### src/lbbf_pkg.sv
// Shared types and constants of the line buffer blur filter.
// No dependencies; the files that use it refer to it by scoped names.
`default_nettype none

package lbbf_pkg;

  typedef enum logic [1:0] {
    MODE_BOX3   = 2'd0,
    MODE_BOX5   = 2'd1,
    MODE_GAUSS3 = 2'd2,
    MODE_GAUSS5 = 2'd3
  } mode_t;

  localparam int CFG_INDEX_W = 2;
  localparam int CFG_DATA_W  = 12;

  localparam logic [CFG_INDEX_W-1:0] REG_FILTER_MODE  = 2'd0;
  localparam logic [CFG_INDEX_W-1:0] REG_IMAGE_WIDTH  = 2'd1;
  localparam logic [CFG_INDEX_W-1:0] REG_IMAGE_HEIGHT = 2'd2;

  localparam int PIX_W  = 8;
  localparam int ADDR_W = 11;
  localparam int LINES  = 4;
  localparam int WORD_W = LINES * PIX_W;

  // Middle queue and result queue depths (powers of two).
  localparam int QDEPTH  = 4;
  localparam int QPTR_W  = $clog2(QDEPTH);
  localparam int QLVL_W  = $clog2(QDEPTH + 1);
  localparam int ODEPTH  = 4;
  localparam int OPTR_W  = $clog2(ODEPTH);
  localparam int OLVL_W  = $clog2(ODEPTH + 1);

  // Reciprocals for truncating division: exact over the sum ranges used.
  localparam logic [13:0] RECIP9        = 14'd7282;
  localparam int          RECIP9_SHIFT  = 16;
  localparam logic [13:0] RECIP25       = 14'd10486;
  localparam int          RECIP25_SHIFT = 18;

  typedef struct packed {
    logic [ADDR_W-1:0] row;
    logic [ADDR_W-1:0] col;
    logic [ADDR_W-1:0] frow;
    logic [ADDR_W-1:0] fcol;
    logic [PIX_W-1:0]  px;
    logic              filt;
    logic              frame_end;
  } pix_meta_t;

  typedef struct packed {
    logic [WORD_W-1:0] lines;
    pix_meta_t         meta;
  } col_item_t;

  typedef struct packed {
    logic                 empty;
    logic [QLVL_W-1:0]    level;
  } qstat_t;

  typedef struct packed {
    logic [ADDR_W-1:0] row;
    logic [ADDR_W-1:0] col;
    logic [PIX_W-1:0]  value;
    logic              run_last;
    logic              frame_last;
  } result_t;

endpackage

`default_nettype wire

### src/lbbf_queue.sv
// Short queue of classified pixel columns between front and back end.
// Uses lbbf_pkg for the item type and depth.
`default_nettype none

module lbbf_queue (
  input  logic                clk,
  input  logic                rst,
  input  logic                push,
  input  lbbf_pkg::col_item_t din,
  input  logic                pop,
  output lbbf_pkg::col_item_t dout,
  output lbbf_pkg::qstat_t    stat
);

  lbbf_pkg::col_item_t              mem [lbbf_pkg::QDEPTH];
  logic [lbbf_pkg::QPTR_W-1:0]      wp;
  logic [lbbf_pkg::QPTR_W-1:0]      rp;
  logic [lbbf_pkg::QLVL_W-1:0]      level;

  always_ff @(posedge clk) begin
    if (rst) begin
      wp    <= '0;
      rp    <= '0;
      level <= '0;
    end else begin
      if (push) begin
        wp <= wp + lbbf_pkg::QPTR_W'(1);
      end
      if (pop) begin
        rp <= rp + lbbf_pkg::QPTR_W'(1);
      end
      level <= level + lbbf_pkg::QLVL_W'(push) - lbbf_pkg::QLVL_W'(pop);
    end
  end

  always_ff @(posedge clk) begin
    if (push) begin
      mem[wp] <= din;
    end
  end

  assign dout       = mem[rp];
  assign stat.level = level;
  assign stat.empty = (level == '0);

endmodule

`default_nettype wire

### config.mk
export PLATFORM = sky130hd
export DESIGN_NAME = lbbf_queue
export DESIGN_NICKNAME = d
export VERILOG_FILES = /design/src/lbbf_pkg.sv /design/src/lbbf_queue.sv
export SDC_FILE = /design/constraint.sdc
export NUM_CORES = 1
export LEC_CHECK = 0
export CELL_PAD_IN_SITES_DETAIL_PLACEMENT = 1
export CELL_PAD_IN_SITES_GLOBAL_PLACEMENT = 1
export CORE_ASPECT_RATIO = 1.25
export CORE_MARGIN = 3
export CORE_UTILIZATION = 30
export CTS_BUF_LIST = sky130_fd_sc_hd__clkbuf_16
export DETAILED_ROUTE_END_ITERATION = 6
export DONT_BUFFER_PORTS = 1
export PLACE_DENSITY = 0.58
export SYNTH_ARGS = -nofsm -noshare
export SYNTH_HDL_FRONTEND = slang
export SYNTH_SLANG_ARGS = --single-unit
### constraint.sdc
create_clock -name clk -period 4.4 [get_ports clk]
set_input_delay 0.66 -clock clk [delete_from_list [all_inputs] [get_ports clk]]
set_output_delay 0.66 -clock clk [all_outputs]
set_load 0.1 [all_outputs]
# Yosys cells after proc, flatten, opt, wreduce, memory -nomap -nowiden

Memory sizes are Yosys's and may differ from the RTL's. A register that Yosys moved wholly into a read port is not among the register bits.
Cells that the tools add are included.

Output and inout bits: 90
Input port bits: 90
Logic and storage cells: 13
Latch bits: 0
Bits in read-only memories: 0
Register bits after elaboration: 7
Bits in writable memories: 344
Memories: 1

Memories:

| memory | words | bits a word | rd ports | clocked after Yosys merged registers in | wr ports | RTL line         | source |
|---|---|---|---|---|---|---|---|
| mem    | 4     | 86          | 1        | 1                                       | 1        | lbbf_queue.sv:15 | `lbbf_pkg::col_item_t mem [lbbf_pkg::QDEPTH];` |

$add $sub $neg: 4
Reduce and logical (&&, ||, !) cells: 1
Equality and inequality tests: 0
Bitwise logic cells: 0
Shift-type cells: 0
Muxes and demuxes: 4
Div/mod/pow operators: 0
Magnitude comparators: 0
$mul: 0

Operators with widths:

| kind                                                           | count |
|---|---|
| 2-bit by 1-bit adder with 2-bit output (second input constant) | 2 |
| 2-bit two-way mux                                              | 2 |
| 3-bit by 1-bit adder with 3-bit output                         | 1 |
| 3-bit zero test                                                | 1 |
| 3-bit by 1-bit subtractor with 3-bit output                    | 1 |
| 1-bit two-way mux                                              | 2 |

# Depth between registers and ports, before layout

Word-level depth: 3
Depth in mapped cells: 7
Depth with buffers taken out: 7

# Worst setup path after synthesis

Ideal clock, no wire load.

Kind: reg-to-output
From: reg level[2] (netlist bit)
To: out stat[3] (netlist bit)
Arrival: 2.873 ns
Stages on the path, launching flop included: 2
Buffers on the path: 0
Slack: 0.867 ns
Path through: dfxtp_1 -> nor3_1

RTL lines:

| element                  | RTL line         | source |
|---|---|---|
| start: declaration       | lbbf_queue.sv:18 | `logic [lbbf_pkg::QLVL_W-1:0] level;` |
| start signal: assignment | lbbf_queue.sv:32 | `level <= level + lbbf_pkg::QLVL_W'(push) - lbbf_pkg::QLVL_W'(pop);` |
| end: declaration         | lbbf_queue.sv:12 | `output lbbf_pkg::qstat_t stat` |

==> flow_summary.toml <==
[run_status]
run_status = "finished, final reports clean"

[timing]
relSlewSlack_pct = 28.4
grt_setup_unrepaired = "no"
hold_viol = 0
drv_slew = 0
tns_ns = 0
min_period_ns = 3.28
skew_ns = 0.0127
fmax_mhz = 304
period_share_pct = 74.6
final-setup-viol-count = 0
worst_hold_slack_ns = 0.212
tightestPinTransition_ns = 1.07

[clock_network]
cts_setup_buffers = 0
cts_tree = "done"
cts_resized = 0
clockRootBuffer = "clkbuf_16"
htreeDepth = 2
hold_buffers = 0
insertion_delay_ns = 0.51
cts.clk_slew.worst_paths_ns = 0.06
clk_path_buf_depth = 3
cts.sinks = 353
cts_made_buffers = 37

[layout]
fillers = 4095
final_layout_size_suffix_gt1_share_pct = 28.6
antenna_cells = 0
nNetsFinal = 620
area_delta_synth_final_pct = 14.1

[synth]
syn_avg_cell_area_um2 = 26.2
synthFlopType = "edfxtp_1"
synth-adder-area-share_pct = 0.739
synth-edff-count = 344
netlist_top_cells_count = "edfxtp_1 (344), mux4_2 (86), buf_2 (10)"
yosys.area.top_type_share_pct = 80.2
syn_nets = 588
synthMuxAreaShare_pct = 15.1
yosysUniqueCellTypes = 20
yosysMostFrequentCell = "edfxtp_1"
yosysTopAreaCell = "edfxtp_1"
synthTopCellsByArea = "edfxtp_1 (80%), mux4_2 (15%), dfxtp_1 (1.4%)"
synth-xor-area-share_pct = 0.321
synthCells = 491
synth-compound-area-share_pct = 0.117
syn_area_um2 = 12900
synth_async_sr_flop_share_pct = 0
yosys.area_share.simple_pct = 0.534
yosysSeqAreaShare_pct = 81.6
ys_warn_count = 0
synth_top_family_by_area = "multiplexers"
ys_ff_latch = 353

[global_route]
grt_pass1_vias = 5804
grt_max_degree = 66
track_usage_pct = 11.2
grt_util_met3_pct = 4.28
grtUsageMet2_pct = 19.9
grt_pass1_wl_um = 37700
antenna_found_initial = 0
grt_overflow_total = 0
grt.busiest_layer = "met2"
use_met1_pct = 12.3

[route]
antenna_left = 0
via_count = 5107
wl_per_cell_um = 23.1
firstDrtPassIters = 4
finalWirelength_um = 25600
drt-initial-drc-count = 241
vias_per_cell = 4.61
drc = 0

[worst_setup_path]
cp.depth = 2
r2r_start = "wp[0]"
worst-path-max-fanout = 30
path_buf_inv = 1
required_ns = 3.74
worst_path_max_delay_cell = "mux4_2"
startpoint_type = "flip-flop"
r2r_cells = 4
cpPeakStageDelay_ns = 0.84
cp-end-kind = "primary output"
crit_type = "reg2out"
worstPathArrival_ns = 2.62
rrSetupSlack_ns = 2.07
worstSetupEndpoint = "dout[33]"
crit_family = "multiplexers"
crit_chain = "buf_4 > mux4_2"
r2r_end = "mem[2][44]"

[power_and_ir_drop]
leakage_nw = 4.51
p_per_area_nw_per_um2 = 563
max-vdd-ir-drop_v = 0.000415

[floorplan]
ios = 180
die_x_um = 191
coreArea_um2 = 42300
die-height_um = 238
rows = 84
start_util_pct = 30.5
dieArea_um2 = 45500

[worst_hold_path]
worstHoldPathType = "in2reg"

[run]
drv_cap = 0

[placement]
dp_hpwl_um = 16300
io_buffers = 0
gp_congestion = 0.707
-- state kept, by name, indices dropped and copies added (netlist names), named ones only --
name,flops
level,3
mem,344
rp,2
wp,2
-- power by group --
group / internal (mW) / switching (mW) / total, mW
clock network: 1.72 / 1.19 / 2.91
logic: 0.248 / 1.14 / 1.39
registers: 3.87 / 0.116 / 3.98
total: 5.83 / 2.45 / 8.28
-- metrics by stage --
step / instance area, um2 / power (mW) / instances / utilization (%) / setup WS [ns]
after floorplan: 12900 / 5.31 / 491 / - / 0.867
after global placement: 13500 / 5.43 / 1043 / 32.1 / 1.60
after detailed placement: 13500 / 5.46 / 1043 / 32.1 / 1.57
after CTS: 14700 / 8.43 / 1107 / 34.8 / 0.994
after global routing: 14700 / 8.58 / 1107 / 34.8 / 0.900
final: 14700 / 8.28 / 1107 / 34.8 / 1.12
-- cell families (layout without fill, tap and decap cells) --
kind of cell,after synthesis,in the layout
compound gates,2,2
fa+ha+maj,7,7
simple gates,13,13
buf+inv,26,83
flops,353,353
mux,87,87
xor+xnor,3,3
-- routing by layer --
metal,part of all wire [%],vias to the layer above
met3,8.2,39
li1,-,2160
met5,0,-
met2,53,160
met1,36,2748
met4,2.4,0
-- placed cells by master (no fill, tap or decap) --
cell type and n:
edfxtp_1 344, buf_4 11, a21oi_1 1, inv_6 2, xnor2_1 2, bufinv_16 2, dfxtp_4 2, clkinv_1 8
clkinv_4 1, xor3_1 1, buf_12 1, inv_1 12, ha_1 6, fa_1 1, clkinvlp_4 1, nor2_1 5
nor3_2 1, nor2b_1 2, clkinv_2 5, nand3b_1 1, mux4_2 86, dfxtp_1 7, and2_4 4, mux2i_1 1
clkbuf_16 40, a21bo_2 1
-- final cells by class --
| cell class | instances | area, um2 | area share (%) |
|---|---|---|---|
| Timing Repair Buffer | 13 | 128 | 0.868 |
| Inverter | 6 | 22.5 | 0.153 |
| Clock buffer | 39 | 976 | 6.64 |
| Multi-Input combinational cell | 112 | 2180 | 14.8 |
| Sequential cell | 353 | 10500 | 71.6 |
| Clock inverter | 25 | 171 | 1.17 |
| Tap cell | 559 | 699 | 4.76 |
-- how the worst min path moves through the flow --
stage | slack [ns] | startpoint | endpoint | cells after the start
after CTS | 0.17 | rst | wp[1] | 1
after detailed placement | 0.51 | rp[1] | flip-flop | 2
after global routing | 0.17 | rst | wp[1] | 1
final | 0.21 | rst | level[2] | 1
after global placement | 0.50 | rp[1] | flip-flop | 2
after floorplan | 0.49 | rp[1] | flip-flop | 2
(Power assumes the default switching activity.)
